===== src/sv/dgm_pkg.sv =====
// Shared constants, command/status types and state types for the digamma unit.
`timescale 1ns / 1ps
package dgm_pkg;

   // Default fraction bits of the argument and result
   localparam int DGM_FRAC_BITS = 16;

   // Series and offset constants in Q.32, rounded to nearest
   localparam logic [63:0] D1_WIDE = ((64'd5772156649 << 22) + 64'd4882812) / 64'd9765625;
   localparam logic [63:0] S3_WIDE = ((64'd8333333333 << 21) + 64'd24414062) / 64'd48828125;
   localparam logic [63:0] S4_WIDE =
      ((64'd83333333333 << 19) + 64'd610351562) / 64'd1220703125;
   localparam logic [63:0] S5_WIDE = ((64'd3968253968 << 20) + 64'd122070312) / 64'd244140625;
   localparam logic [31:0] D1_G  = D1_WIDE[31:0];
   localparam logic [31:0] S3_G  = S3_WIDE[31:0];
   localparam logic [31:0] S4_G  = S4_WIDE[31:0];
   localparam logic [31:0] S5_G  = S5_WIDE[31:0];
   localparam logic [31:0] LN2_G = 32'd2977044472;
   localparam logic [63:0] HALF_G = 64'd2147483648;

   // Series multiply operations
   typedef enum logic [1:0] {
      SER_R2,
      SER_T5,
      SER_T4,
      SER_T3
   } ser_op_type;

   // Controller states
   typedef enum logic [3:0] {
      ST_IDLE,
      ST_CLASS,
      ST_SMALL_WAIT,
      ST_STEP_CHK,
      ST_STEP_WAIT,
      ST_LAST_WAIT,
      ST_LOG_WAIT,
      ST_SER_R2,
      ST_SER_T5,
      ST_SER_T4,
      ST_SER_T3,
      ST_SER_ACC,
      ST_ROUND
   } ctrl_state_type;

   // Log unit states
   typedef enum logic [2:0] {
      LG_IDLE,
      LG_NORM,
      LG_SQ,
      LG_FRAC,
      LG_SUM
   } log_state_type;

   // Commands from controller to datapath
   typedef struct packed {
      logic       load;
      logic       div_go;
      logic       div_sel_y;
      logic       small_acc;
      logic       step_acc;
      logic       last_cap;
      logic       log_acc;
      logic       ser_go;
      ser_op_type ser_op;
      logic       ser_acc;
      logic       publish;
   } dgm_cmd_type;

   // Status from datapath to controller
   typedef struct packed {
      logic is_zero;
      logic is_small;
      logic y_below;
      logic div_done;
      logic log_done;
   } dgm_sts_type;

endpackage


===== src/sv/dgm_ctrl.sv =====
// Controller: sequences classification, stepping, log and series per item.
`timescale 1ns / 1ps
module dgm_ctrl
   import dgm_pkg::*;
(
   input  logic        clock,
   input  logic        reset,
   input  logic        req_valid,
   output logic        req_stall,
   output logic        rsp_valid,
   input  logic        rsp_stall,
   input  dgm_sts_type sts,
   output dgm_cmd_type cmd
);
   ctrl_state_type state_ff, state_in;
   logic rsp_valid_ff, rsp_valid_in;
   logic out_free;

   assign out_free = !rsp_valid_ff || !rsp_stall;

   // Next state
   always_comb begin
      state_in = state_ff;
      case (state_ff)
         ST_IDLE:       if (req_valid) state_in = ST_CLASS;
         ST_CLASS: begin
            if (sts.is_zero) state_in = ST_ROUND;
            else if (sts.is_small) state_in = ST_SMALL_WAIT;
            else state_in = ST_STEP_CHK;
         end
         ST_SMALL_WAIT: if (sts.div_done) state_in = ST_ROUND;
         ST_STEP_CHK:   state_in = sts.y_below ? ST_STEP_WAIT : ST_LAST_WAIT;
         ST_STEP_WAIT:  if (sts.div_done) state_in = ST_STEP_CHK;
         ST_LAST_WAIT:  if (sts.div_done) state_in = ST_LOG_WAIT;
         ST_LOG_WAIT:   if (sts.log_done) state_in = ST_SER_R2;
         ST_SER_R2:     state_in = ST_SER_T5;
         ST_SER_T5:     state_in = ST_SER_T4;
         ST_SER_T4:     state_in = ST_SER_T3;
         ST_SER_T3:     state_in = ST_SER_ACC;
         ST_SER_ACC:    state_in = ST_ROUND;
         ST_ROUND:      if (out_free) state_in = ST_IDLE;
         default:       state_in = ST_IDLE;
      endcase
   end

   // Outputs
   always_comb begin
      cmd = '0;
      cmd.ser_op = SER_R2;
      req_stall = 1'b1;
      case (state_ff)
         ST_IDLE: begin
            req_stall = 1'b0;
            cmd.load  = req_valid;
         end
         ST_CLASS: cmd.div_go = !sts.is_zero && sts.is_small;
         ST_SMALL_WAIT: cmd.small_acc = sts.div_done;
         ST_STEP_CHK: begin
            cmd.div_go    = 1'b1;
            cmd.div_sel_y = 1'b1;
         end
         ST_STEP_WAIT: cmd.step_acc = sts.div_done;
         ST_LAST_WAIT: cmd.last_cap = sts.div_done;
         ST_LOG_WAIT:  cmd.log_acc  = sts.log_done;
         ST_SER_R2: begin
            cmd.ser_go = 1'b1;
            cmd.ser_op = SER_R2;
         end
         ST_SER_T5: begin
            cmd.ser_go = 1'b1;
            cmd.ser_op = SER_T5;
         end
         ST_SER_T4: begin
            cmd.ser_go = 1'b1;
            cmd.ser_op = SER_T4;
         end
         ST_SER_T3: begin
            cmd.ser_go = 1'b1;
            cmd.ser_op = SER_T3;
         end
         ST_SER_ACC: cmd.ser_acc = 1'b1;
         ST_ROUND:   cmd.publish = out_free;
         default: ;
      endcase
   end

   // Output valid: set on publish, drop after transfer
   always_comb begin
      rsp_valid_in = rsp_valid_ff;
      if (cmd.publish) rsp_valid_in = 1'b1;
      else if (rsp_valid_ff && !rsp_stall) rsp_valid_in = 1'b0;
   end

   always_ff @(posedge clock) begin
      if (reset) begin
         state_ff     <= ST_IDLE;
         rsp_valid_ff <= 1'b0;
      end else begin
         state_ff     <= state_in;
         rsp_valid_ff <= rsp_valid_in;
      end
   end

   assign rsp_valid = rsp_valid_ff;
endmodule


===== config.mk =====
export PLATFORM = sky130hd
export DESIGN_NAME = dgm_ctrl
export DESIGN_NICKNAME = d
export VERILOG_FILES = /design/src/sv/dgm_pkg.sv /design/src/sv/dgm_ctrl.sv
export SDC_FILE = /design/constraint.sdc
export NUM_CORES = 1
export LEC_CHECK = 0
export BUFFER_PORTS_ARGS = -buffer_cell sky130_fd_sc_hd__buf_2
export CAP_MARGIN = 0
export CORE_AREA = 2 2 39 41
export CTS_CLUSTER_DIAMETER = 100
export DETAILED_ROUTE_END_ITERATION = 8
export DIE_AREA = 0 0 41 43
export HOLD_SLACK_MARGIN = 0.06
export PLACE_DENSITY_LB_ADDON = 0.25
export SYNTH_ARGS = -nofsm -noshare
export SYNTH_HDL_FRONTEND = slang
export SYNTH_SLANG_ARGS = --single-unit

===== constraint.sdc =====
create_clock -name clock -period 3.09 [get_ports clock]
set_input_delay 0.927 -clock clock [delete_from_list [all_inputs] [get_ports clock]]
set_output_delay 0.927 -clock clock [all_outputs]
set_load 0.02 [all_outputs]

Word level (Yosys, flattened, before mapping)
Cells that the tools add are included.

Output and inout port bits: 14. Flip-flop bits (word level): 5. Bits of input ports: 9.

Reduce and logical (&&, ||, !) cells: 9. Multiplexer cells: 23. Eq/ne operators: 18.

Operator list (number): 4-bit one-hot mux with 13 select lines (1); 4-bit 2-to-1 mux (7); 4-bit == test (second input constant) (5); 4-bit by 3-bit == test with 1-bit output (second input constant) (4); 1-bit 2-to-1 mux (13); 2-bit != test (second input constant) (6); 3-bit one-hot mux with 4 select lines (1); 4-bit by 2-bit == test with 1-bit output (second input constant) (2); 6-bit AND reduction (1); 4-bit by 1-bit == test with 1-bit output (second input constant) (1); 4-bit zero test (1); 1-bit zero test (3); 1-bit logical AND (2); 1-bit one-hot mux with 2 select lines (1); 2-bit nonzero test (1); 1-bit logical OR (1).

Logic depth before layout (Yosys ltp)
Gate-level depths: netlist (run 1).

Depth after elaboration: 4. Depth in mapped cells: 6. Depth with buffers taken out: 4.

Worst setup path before layout (run 1)
Ideal clock, no wire load.

Kind: in2out. Start: input sts[0] in the netlist's numbering. End: output cmd[5] in the netlist's numbering. Data arrival time: 1.641 ns. Path buffers: 0. Stages on the path: 1. Path slack: 0.522 ns. Cells stage by stage: nor4b_1.

Word-level cells in the longest chain between the ends: 1.

RTL lines: from (decl) (RTL line dgm_ctrl.sv:12) `input dgm_sts_type sts,`; 1-bit 2-to-1 mux (RTL line dgm_ctrl.sv:51) `case (state_ff)`; to (decl) (RTL line dgm_ctrl.sv:13) `output dgm_cmd_type cmd`.

Every way passes these cells.

==> impl_results.md, run 1 <==
* Run status: complete, no violations
* Synth Area in Adders at 0%
* Synth async-reset ratio at 0%
* Post-Synth XOR/XNOR Area at 1.56%
* Count leader, synth: nand2_1
* Antenna violations before repair at 0
* Share of the synthesized area in the top cell type at between 15 and 20%
* Grt ovf at 0
* Post-synthesis simple-gate area fraction at 38.1%
* Total CTS buffers at 3
* Largest net degree at the start of global routing at 20
* EDFF count, synth at 0
* Synth Area in Compound Gates at between 20 and 25%
* Later-pin clock latency in the skew report at approximately 0.24 ns
* Post-synth cell types at 37
* Sequential-to-total area share from yosys stat at between 10% and 20%
* Post-synth top cells: nand2_1 (11), nor2_1 (9), dfxtp_1 (5)
* Pre-antenna DRT Iters at 3
* Sw Share at ~52%
* Initial Utilization at 40.6%
* Vias in the first global route at 473
* CTS sink count at 5
* Synth warnings at 0
* Reg clk slew, reported paths at 0.05 ns
* First-pass GRT wire length at 2.01 mm
* ANT cells at 0
* Synth Flop Type: dfxtp_1
* Final HPWL DP at 934 um
* CTS hold repair buffers at 0
* Crit path kind: input port to output port
* Die H at 43 um
* Resized cells post-CTS at 0
* Max transition margin at between 50% and 60%
* Final wirelength at 1.28 mm
* R2r worst-path depth at 4
* Number of setup buffers added after CTS at 0
* Layout net count at 106
* VDD IR-drop max at 253 uV
* H-tree levels at 1
* CTS tree: built
* Unrepaired setup endpoints after global routing: no
* Largest family of logic cells by synthesized area: simple AND/OR/NAND/NOR gates
* Nature of the critical path startpoint: input port
* Core ar. at 1380 um^2
* Tmin final at 2.59 ns
* First DRT Iteration DRCs at 6
* Inst Count DP at 108
* Drc violations at 0
* F_max at 387 MHz
* Non-Filler Instances at roughly 110
* Hold-critical path depth at 2
* Vias per cell at ~5.2
* Max Buffers Root-to-Sink at 2
* Synth-to-Final Area Change at 15.1%
* Setup Skew at 0.00643 ns
* Die X at 41 um
* Netlist Area Pre-Place at between 500 and 600 um^2
* Worst Tran Pin Value at 0.655 ns
* Tot Pwr at 604 uW
* Int Power at 289 uW
* Cell chosen for the clock root: clkbuf_4
* Worst setup EP type: output port
* Max Transition Viols Final at 0
* Arr. time, crit path at 1.66 ns
* Max cap viols at 0
* Std cell rows at 14
* Die ar. at roughly 1800 um^2
* Routability congestion estimate at 0.773
* I/O pin count at 23
* Sw Pwr at about 320 uW
* Avg WL per Cell at 11.4 um
* Vias at 586
* FF+latch count, synth at 5
* Final worst-path cycle share at 83.7%
* Setup violators final at 0
* Leakage at around 0.3 nW
* Reg power frac at between 30% and 40%
* Pwr/cell area at 934 nW/um^2
* Mux contribution to synthesized area at about 5.3%
* Syn nets at 87
* Hold Vio Cnt, Final at 0
* # port buffers at 22
* Comb pwr share at 57.2%
* Synth Area per Inst at 7.20 um^2
* Hold crit path type: flip-flop to flip-flop
* CP Max Fanout at 5
* GRT Total Usage at 15.9%
* Leading post-synthesis cells by cell area: dfxtp_1 (18%), buf_6 (8.0%), nand2_1 (7.3%)
* Setup TNS at 0 ns
* Post-Synthesis Cells at ~80
* WP data required at between 2 and 2.5 ns
* Clock Power Share at 12.3%
* Share of layout cells above drive strength 1 at ~29%
* Detail Route Antenna Nets at 0
* Largest area contributor in the netlist: dfxtp_1
## critical path, cell delays in order
cell and delay (ns):
buf_2 0.12, or3b_1 0.37, nor2_1 0.09, buf_2 0.16
## placed cells by master (no fill, tap or decap), drive strengths merged, types with 2 or more instances in the layout
| master | count |
|---|---|
| a21oi | 5 |
| nand2b | 3 |
| mux2i | 3 |
| nand2 | 11 |
| o21ai | 3 |
| a211oi | 2 |
| and3 | 2 |
| nor3 | 3 |
| nor2 | 9 |
| nor2b | 2 |
| buf | 22 |
| dfxtp | 5 |
| inv | 3 |
| clkbuf | 4 |
## cells by family after synthesis
group / count (synthesis)
buffers and inverters: 11
XOR/XNOR: 1
AO/OA/AOI/OAI: 18
flip-flops: 5
multiplexers: 3
AND/OR/NAND/NOR: 40
## metrics by stage
| step | setup slack, ns | area, um^2 | utilization (%) | hold WS, ns |
|---|---|---|---|---|
| after floorplan | 0.522 | 562 | - | 0.544 |
| after global placement | 0.522 | 621 | 44.8 | 0.466 |
| after detailed placement | 0.497 | 621 | 44.8 | 0.481 |
| after CTS | 0.497 | 647 | 46.7 | 0.490 |
| after global routing | 0.374 | 647 | 46.7 | 0.514 |
| final | 0.505 | 647 | 46.7 | 0.489 |
## layout make-up
class / instances / area (um^2)
Fill cell: 148 / 737
Multi-Input combinational cell: 62 / 379
Timing Repair Buffer: 22 / 110
Sequential cell: 5 / 100
Clock buffer: 4 / 26.3
Tap cell: 16 / 20.0
Inverter: 3 / 11.3
## sequential cells by signal, indices dropped and copies added (netlist names)
signal / count
rsp_valid: 1
state_ff: 4
## power groups by stage
stage	Clock (mW)	Sequential [mW]	Combinational, mW
2_1_floorplan	0	0.102	0.386
3_3_place_gp	0	0.185	0.346
3_5_place_dp	0	0.184	0.346
4_1_cts	0.0768	0.182	0.349
5_1_grt	0.0799	0.194	0.382
6_report	0.0742	0.185	0.346
## routing by layer
layer	wire length [um]	GRT usage, %	share of wire, %	vias to the layer above
met5	0	0	0	-
met4	0	8.00	0	0
met3	48	1.57	3.8	0
met2	561	21.6	44	14
met1	667	24.0	52	261
li1	-	-	-	311
## worst paths after layout
kind / to / from / slack (ns)
setup reg to reg: state_ff[1]$_SDFFE_PP0P_ / state_ff[2]$_SDFFE_PP0P_ / 1.31
setup / recovery: cmd[8] / sts[1] / 0.50
hold / removal: rsp_valid$_SDFFE_PP0P_ / rsp_valid$_SDFFE_PP0P_ / 0.49
hold reg to reg: rsp_valid$_SDFFE_PP0P_ / rsp_valid$_SDFFE_PP0P_ / 0.49
Power figures use the tool's default switching activity.
==> run 2: changes to the inputs <==
==> constraint.sdc (replaced) <==
create_clock -name clock -period 2.6 [get_ports clock]
set_input_delay 0.78 -clock clock [delete_from_list [all_inputs] [get_ports clock]]
set_output_delay 0.78 -clock clock [all_outputs]
set_load 0.02 [all_outputs]
==> run 2 against run 1 <==
Clock skew down 0.0059 ns. Core utilization is 1.6 points higher. Clock-buffer cell count stayed put. Global-route usage is 1.8 points higher. Cell count increased by 2.7%. Combinational power grew 33%. Via count rose by 5.5%. Clock power is 20% higher. Register-to-register slack worse by 0.45 ns. Sequential power grew 5%. Wire length is 6.2% higher. Flip-flop and latch count unchanged.
==> impl_results.md, run 2 (synthesis gave the netlist of run 1 again) <==
* Later-pin clock latency in the skew report at 0.24 ns (about the same)
* Setup Skew at 0.000488 ns (was 0.00643 ns)
* Max Buffers Root-to-Sink at 2 (unchanged)
* Multi-input gate area at 379 um^2 (unchanged)
* Number of setup buffers added after CTS at 0 (unchanged)
* First-pass GRT wire length at 2.25 mm (was 2.01 mm)
* Setup violators final at 0 (unchanged)
* Vias per cell at 5.37 (was 5.23)
* Arr. time, crit path at 1.61 ns (was 1.66 ns)
* CTS sink count at 5 (unchanged)
* Commonest non-fill, non-tap cells in the layout: buf_2 (22), nand2_1 (11), nor2_1 (9) (unchanged)
* Leakage at 0.316 nW (was 0.300 nW)
* H-tree levels at 1 (unchanged)
* Initial Utilization at 40.6% (unchanged)
* Final wirelength at 1.36 mm (was 1.28 mm)
* Final worst-path cycle share at roughly nine tenths
* Std cell rows at 14 (unchanged)
* I/O pin count at 23 (unchanged)
* Max reg flops at 4 (unchanged)
* VDD IR-drop max at 351 uV (was 253 uV)
* Antenna violations before repair at 0 (unchanged)
* Total CTS buffers at 3 (unchanged)
* Reg area at 100 um^2 (unchanged)
* Hold path startpoint: rsp_valid$_SDFFE_PP0P_ (unchanged)
* Core ar. at 1380 um^2 (unchanged)
* First DRT Iteration DRCs at 9 (was 6)
* Synth-to-Final Area Change at 19.2% (was 15.1%)
* Nature of the critical path startpoint: flip-flop (was input port)
* Setup TNS at 0 ns (unchanged)
* Filler instances at 165 (was 148)
* Most common cell after layout, fill and taps aside: buf_2 (unchanged)
* Die H at 43 um (unchanged)
* Top reg by flops: state_ff (unchanged)
* Die X at 41 um (unchanged)
* Worst Tran Pin Value at 0.583 ns (was 0.655 ns)
* WP data required at 1.82 ns (was 2.16 ns)
* CP startpoint: state_ff[1]$_SDFFE_PP0P_ (was sts[1])
* Vias in the first global route at 532 (was 473)
* Max transition margin at 61.1% (was 56.3%)
* R2R Path Start: state_ff[1]$_SDFFE_PP0P_ (was state_ff[2]$_SDFFE_PP0P_)
* Grt ovf at 0 (unchanged)
* Hold Vio Cnt, Final at 0 (unchanged)
* Avg WL per Cell at 11.8 um (was 11.4 um)
* Setup WS pre-CTS at 0.304 ns (was 0.497 ns)
* Crit path kind: flip-flop to output port (was input port to output port)
* Hold crit path type: flip-flop to flip-flop (unchanged)
* GRT Total Usage at 17.8% (was 15.9%)
* Reg clk slew, reported paths at 0.04 ns (was 0.05 ns)
* Unrepaired setup endpoints after global routing: no (unchanged)
* Cell chosen for the clock root: clkbuf_4 (unchanged)
* Worst setup EP type: output port (unchanged)
* # port buffers at 22 (unchanged)
* Final HPWL DP at 1.02 mm (was 934 um)
* Final Worst Setup Slack at 0.214 ns (was 0.505 ns)
* CTS tree: built (unchanged)
* Routability congestion estimate at 0.794 (was 0.773)
* Resized cells post-CTS at 0 (unchanged)
* Pre-antenna DRT Iters at 4 (was 3)
* F_max at approximately 420 MHz
* Run status: complete, no violations (unchanged)
* Layout net count at 109 (was 106)
* Inst Count DP at 111 (was 108)
* CTS hold repair buffers at 0 (unchanged)
* Pwr/cell area at 1110 nW/um^2 (was 934 nW/um^2)
* Tot Pwr at 746 uW (was 604 uW)
* Share of layout cells above drive strength 1 at 31.3% (was 29.2%)
* Largest net degree at the start of global routing at 19 (was 20)
* CP Max Fanout at 18 (was 5)
* Die ar. at 1760 um^2 (unchanged)
* Detail Route Antenna Nets at 0 (unchanged)
* Max Transition Viols Final at 0 (unchanged)
* Non-Filler Instances at 115 (was 112)
* Max cap viols at 0 (unchanged)
* Tmin final at 2.39 ns
* Vias at 618 (was 586)
* Drc violations at 0 (unchanged)
* ANT cells at 0 (unchanged)
-- run 2: worst max-delay path, cell delays in order (launching register included) --
cell and delay [ns]:
dfxtp_1 0.68, nand2b_1 0.18, nor4b_1 0.29, buf_2 0.21
-- run 2: metal layers --
| layer | GRT usage [%] | vias up | wire (um) |
|---|---|---|---|
| met5 | 0 | - | 0 |
| met1 | 25.3 | 278 | 669 |
| met4 | 8.00 | 0 | 8 |
| met2 | 25.6 | 18 | 626 |
| met3 | 2.09 | 2 | 52 |
| li1 | - | 320 | - |
-- run 2: where the power goes --
part | total [mW] | internal (mW) | switching, mW
combinational | 0.461 | 0.202 | 0.259
clock | 0.0894 | 0.0580 | 0.0314
sequential | 0.195 | 0.104 | 0.0917
total | 0.746 | 0.363 | 0.382
-- run 2: cell type report --
class / instances / share of cell area (%)
multi-input combinational: 62 / 56.6
clock buffer: 4 / 3.93
sequential: 5 / 15.0
tap: 16 / 2.99
inverter: 3 / 1.68
timing repair buffer: 25 / 19.8
-- run 2: final timing paths --
| check | endpoint | slack, ns | cells past startpoint |
|---|---|---|---|
| setup / recovery | cmd[5] | 0.21 | 3 |
| hold / removal | rsp_valid$_SDFFE_PP0P_ | 0.48 | 2 |
| setup reg to reg | state_ff[1]$_SDFFE_PP0P_ | 0.86 | 4 |
| hold reg to reg | rsp_valid$_SDFFE_PP0P_ | 0.48 | 2 |
-- run 2: stage by stage --
| stage | utilization [%] | hold WS, ns | area (um^2) |
|---|---|---|---|
| 2_1_floorplan | - | 0.544 | 562 |
| 3_3_place_gp | 46.5 | 0.465 | 643 |
| 3_5_place_dp | 46.5 | 0.481 | 643 |
| 4_1_cts | 48.4 | 0.488 | 669 |
| 5_1_grt | 48.4 | 0.532 | 669 |
| 6_report | 48.4 | 0.484 | 669 |
==> run 3: changes to the inputs <==
--- a/config.mk
+++ b/config.mk
@@ -5,6 +5,7 @@
 export SDC_FILE = /design/constraint.sdc
 export NUM_CORES = 1
 export LEC_CHECK = 0
+export ABC_AREA = 1
 export BUFFER_PORTS_ARGS = -buffer_cell sky130_fd_sc_hd__buf_2
 export CAP_MARGIN = 0
 export CORE_AREA = 2 2 39 41
==> run 3 against run 2 <==
Worst setup slack gained 0.094 ns. Register-to-register slack gained 0.41 ns. Sequential power shrank 24%. Cell count grew 16%. Combinational power shrank 9.1%. Clock power shrank 1%. Global-route usage shrank 2.7 points. Largest cell class unchanged.
==> impl_results.md, run 3 <==
* Run status: complete, no violations (unchanged)
* First-pass GRT wire length at 1.83 mm (was 2.25 mm)
* Setup Skew at 0.00196 ns (was 0.000488 ns)
* Top reg by flops: state_ff (unchanged)
* EDFF count, synth at 0 (unchanged)
* Vias per cell at 4.45 (was 5.37)
* Final worst-path cycle share at 88.2% (was 91.8%)
* Sequential-to-total area share from yosys stat at 20.2% (was 17.8%)
* Post-synth cell types at 15 (was 37)
* F_max at 436 MHz (was 419 MHz)
* Post-synth top cells: nand2_1 (24), nor2_1 (24), inv_1 (12) (was nand2_1 (11), nor2_1 (9), dfxtp_1 (5))
* CP startpoint: state_ff[0]$_SDFFE_PP0P_ (was state_ff[1]$_SDFFE_PP0P_)
* Worst setup path end: cmd[10] (was cmd[5])
* Pre-antenna DRT Iters at 4 (unchanged)
* CP Max Fanout at 6 (was 18)
* Vias at 592 (was 618)
* Max Buffers Root-to-Sink at 2 (unchanged)
* Later-pin clock latency in the skew report at 0.24 ns (about the same)
* Setup TNS at 0 ns (unchanged)
* Hold crit path type: flip-flop to flip-flop (unchanged)
* Std cell rows at 14 (unchanged)
* Die H at 43 um (unchanged)
* Die X at 41 um (unchanged)
* Non-Filler Instances at 133 (was 115)
* Grt ovf at 0 (unchanged)
* Synth async-reset ratio at 0% (unchanged)
* Netlist Area Pre-Place at 497 um^2 (was 562 um^2)
* Setup slack, reg-to-reg at 1.27 ns (was 0.86 ns)
* CP max stage cell: dfxtp_1 (unchanged)
* H-tree levels at 1 (unchanged)
* Leakage at 0.405 nW (was 0.316 nW)
* Placed Area at 619 um^2 (was 643 um^2)
* Antenna violations before repair at 0 (unchanged)
* Worst r2r dst: state_ff[3]$_SDFFE_PP0P_ (was state_ff[1]$_SDFFE_PP0P_)
* Cell chosen for the clock root: clkbuf_4 (unchanged)
* Synth Area per Inst at 5.40 um^2 (was 7.20 um^2)
* GRT Total Usage at 15.1% (was 17.8%)
* Synth warnings at 0 (unchanged)
* Drc violations at 0 (unchanged)
* R2r worst-path depth at 8 (was 4)
* CP max stage delay at 0.47 ns (was 0.68 ns)
* CTS sink count at 5 (unchanged)
* Unrepaired setup endpoints after global routing: no (unchanged)
* Final wirelength at 1.17 mm (was 1.36 mm)
* Worst setup EP type: output port (unchanged)
* Worst Tran Pin Value at 0.283 ns (was 0.583 ns)
* # port buffers at 22 (unchanged)
* Setup violators final at 0 (unchanged)
* Arr. time, crit path at 1.51 ns (was 1.61 ns)
* I/O pin count at 23 (unchanged)
* Crit-path cells: inv_1, nor2_2, nand2_1, nor2_1, nand2_1, o21ai_0, buf_2 (was nand2b_1, nor4b_1, buf_2)
* Post-route cell area at 646 um^2 (was 669 um^2)
* Post-Synthesis Cells at 92 (was 78)
* Inst Count DP at 129 (was 111)
* Synth Flop Type: dfxtp_1 (unchanged)
* Avg WL per Cell at 8.81 um (was 11.8 um)
* Resized cells post-CTS at 0 (unchanged)
* CTS tree: built (unchanged)
* Layout net count at 127 (was 109)
* Total CTS buffers at 3 (unchanged)
* Max cap viols at 0 (unchanged)
* ANT cells at 0 (unchanged)
* FF+latch count, synth at 5 (unchanged)
* Leading post-synthesis cells by cell area: dfxtp_1 (20%), nand2_1 (18%), nor2_1 (18%) (was dfxtp_1 (18%), buf_6 (8.0%), nand2_1 (7.3%))
* Core ar. at 1380 um^2 (unchanged)
* Final HPWL DP at 997 um (was 1.02 mm)
* Commonest non-fill, non-tap cells in the layout: nand2_1 (24), nor2_1 (24), buf_2 (22) (was buf_2 (22), nand2_1 (11), nor2_1 (9))
* Syn nets at 101 (was 87)
* Share of the synthesized area in the top cell type at 20.2% (was 17.8%)
* Most Frequent Cell on Critical Path: nand2_1
* Tot Pwr at 655 uW (was 746 uW)
* WP data required at 1.82 ns (about the same)
* Reg clk slew, reported paths at 0.04 ns (about the same)
* Tmin final at 2.29 ns (was 2.39 ns)
* Nature of the critical path startpoint: flip-flop (unchanged)
* Vias in the first global route at 461 (was 532)
* Largest area contributor in the netlist: dfxtp_1 (unchanged)
* Pwr/cell area at 1010 nW/um^2 (was 1110 nW/um^2)
* Initial Utilization at 35.9% (was 40.6%)
* Max transition margin at 81.1% (was 61.1%)
* Detail Route Antenna Nets at 0 (unchanged)
* First DRT Iteration DRCs at 17 (was 9)
* Max reg flops at 4 (unchanged)
* R2R Path Start: state_ff[0]$_SDFFE_PP0P_ (was state_ff[1]$_SDFFE_PP0P_)
* Max Transition Viols Final at 0 (unchanged)
* Routability congestion estimate at 0.740 (was 0.794)
* Synth-to-Final Area Change at 30.0% (was 19.2%)
* Share of layout cells above drive strength 1 at 29.9% (was 31.3%)
* VDD IR-drop max at 401 uV (was 351 uV)
* Crit path kind: flip-flop to output port (unchanged)
* CTS hold repair buffers at 0 (unchanged)
* Number of setup buffers added after CTS at 0 (unchanged)
* Hold Vio Cnt, Final at 0 (unchanged)
* Die ar. at 1760 um^2 (unchanged)
* Largest net degree at the start of global routing at 9 (was 19)
==> run 3: cell count changes after synthesis, moves of 4 or more <==
| cell | before | now |
|---|---|---|
| nand3_1 | 1 | 11 |
| nand2_1 | 11 | 24 |
| nor2_1 | 9 | 24 |
| buf_6 | 4 | 0 |
| inv_1 | 3 | 12 |
==> run 3: worst min path at each step <==
| stage | from | to | slack, ns | depth (start not counted) |
|---|---|---|---|---|
| after floorplan | state_ff[1]$_SDFFE_PP0P_ | state_ff[1]$_SDFFE_PP0P_ | 0.53 | 2 |
| after global routing | rsp_valid$_SDFFE_PP0P_ | rsp_valid$_SDFFE_PP0P_ | 0.53 | 2 |
| after global placement | rsp_valid$_SDFFE_PP0P_ | rsp_valid$_SDFFE_PP0P_ | 0.47 | 2 |
| final | rsp_valid$_SDFFE_PP0P_ | rsp_valid$_SDFFE_PP0P_ | 0.47 | 2 |
| after CTS | rsp_valid$_SDFFE_PP0P_ | rsp_valid$_SDFFE_PP0P_ | 0.48 | 2 |
| after detailed placement | rsp_valid$_SDFFE_PP0P_ | rsp_valid$_SDFFE_PP0P_ | 0.47 | 2 |
==> run 3: routing by layer <==
| layer | GRT usage (%) | part of all wire (%) | wire, um | up-vias |
|---|---|---|---|---|
| met3 | 1.57 | 7.1 | 83 | 0 |
| met4 | 6.00 | 0 | 0 | 0 |
| met5 | 0 | 0 | 0 | - |
| met2 | 24.1 | 48 | 566 | 22 |
| li1 | - | - | - | 330 |
| met1 | 19.7 | 45 | 522 | 240 |
==> run 3: critical path, delay by kind of cell, from the launching register on <==
kind / cells / cell delay [ns]
AOI/OAI and AO/OA: 1 / 0.07
and+or+nand+nor: 4 / 0.42
buffers and inverters: 2 / 0.32
DFF: 1 / 0.47
==> run 3: cell families (layout without fill, tap and decap cells) <==
group	count (synthesis)	after routing	share of synthesized area, %
AOI/OAI and AO/OA	4	4	6.30
buffers and inverters	16	41	12.8
DFF	5	5	20.2
and+or+nand+nor	67	67	60.7
==> run 3: final cells by class <==
type | instances | area, um^2
Multi-Input combinational cell | 71 | 333
Sequential cell | 5 | 100
Timing Repair Buffer | 22 | 110
Clock buffer | 4 | 26.3
Fill cell | 167 | 738
Inverter | 15 | 56.3
Tap cell | 16 | 20.0
==> run 3: stage by stage <==
stage | utilization (%) | hold WS [ns] | worst slack (ns)
global route | 46.7 | 0.527 | 0.196
finish | 46.7 | 0.475 | 0.308
CTS | 46.7 | 0.480 | 0.313
floorplan | - | 0.534 | 0.315
detailed placement | 44.8 | 0.471 | 0.465
global placement | 44.8 | 0.472 | 0.476
==> run 3: power by group <==
part	internal, mW	switching [mW]	leakage, nW
Sequential	0.101	0.0463	0.0413
Combinational	0.140	0.279	0.349
Clock	0.0579	0.0305	0.0150
Total	0.299	0.356	0.405
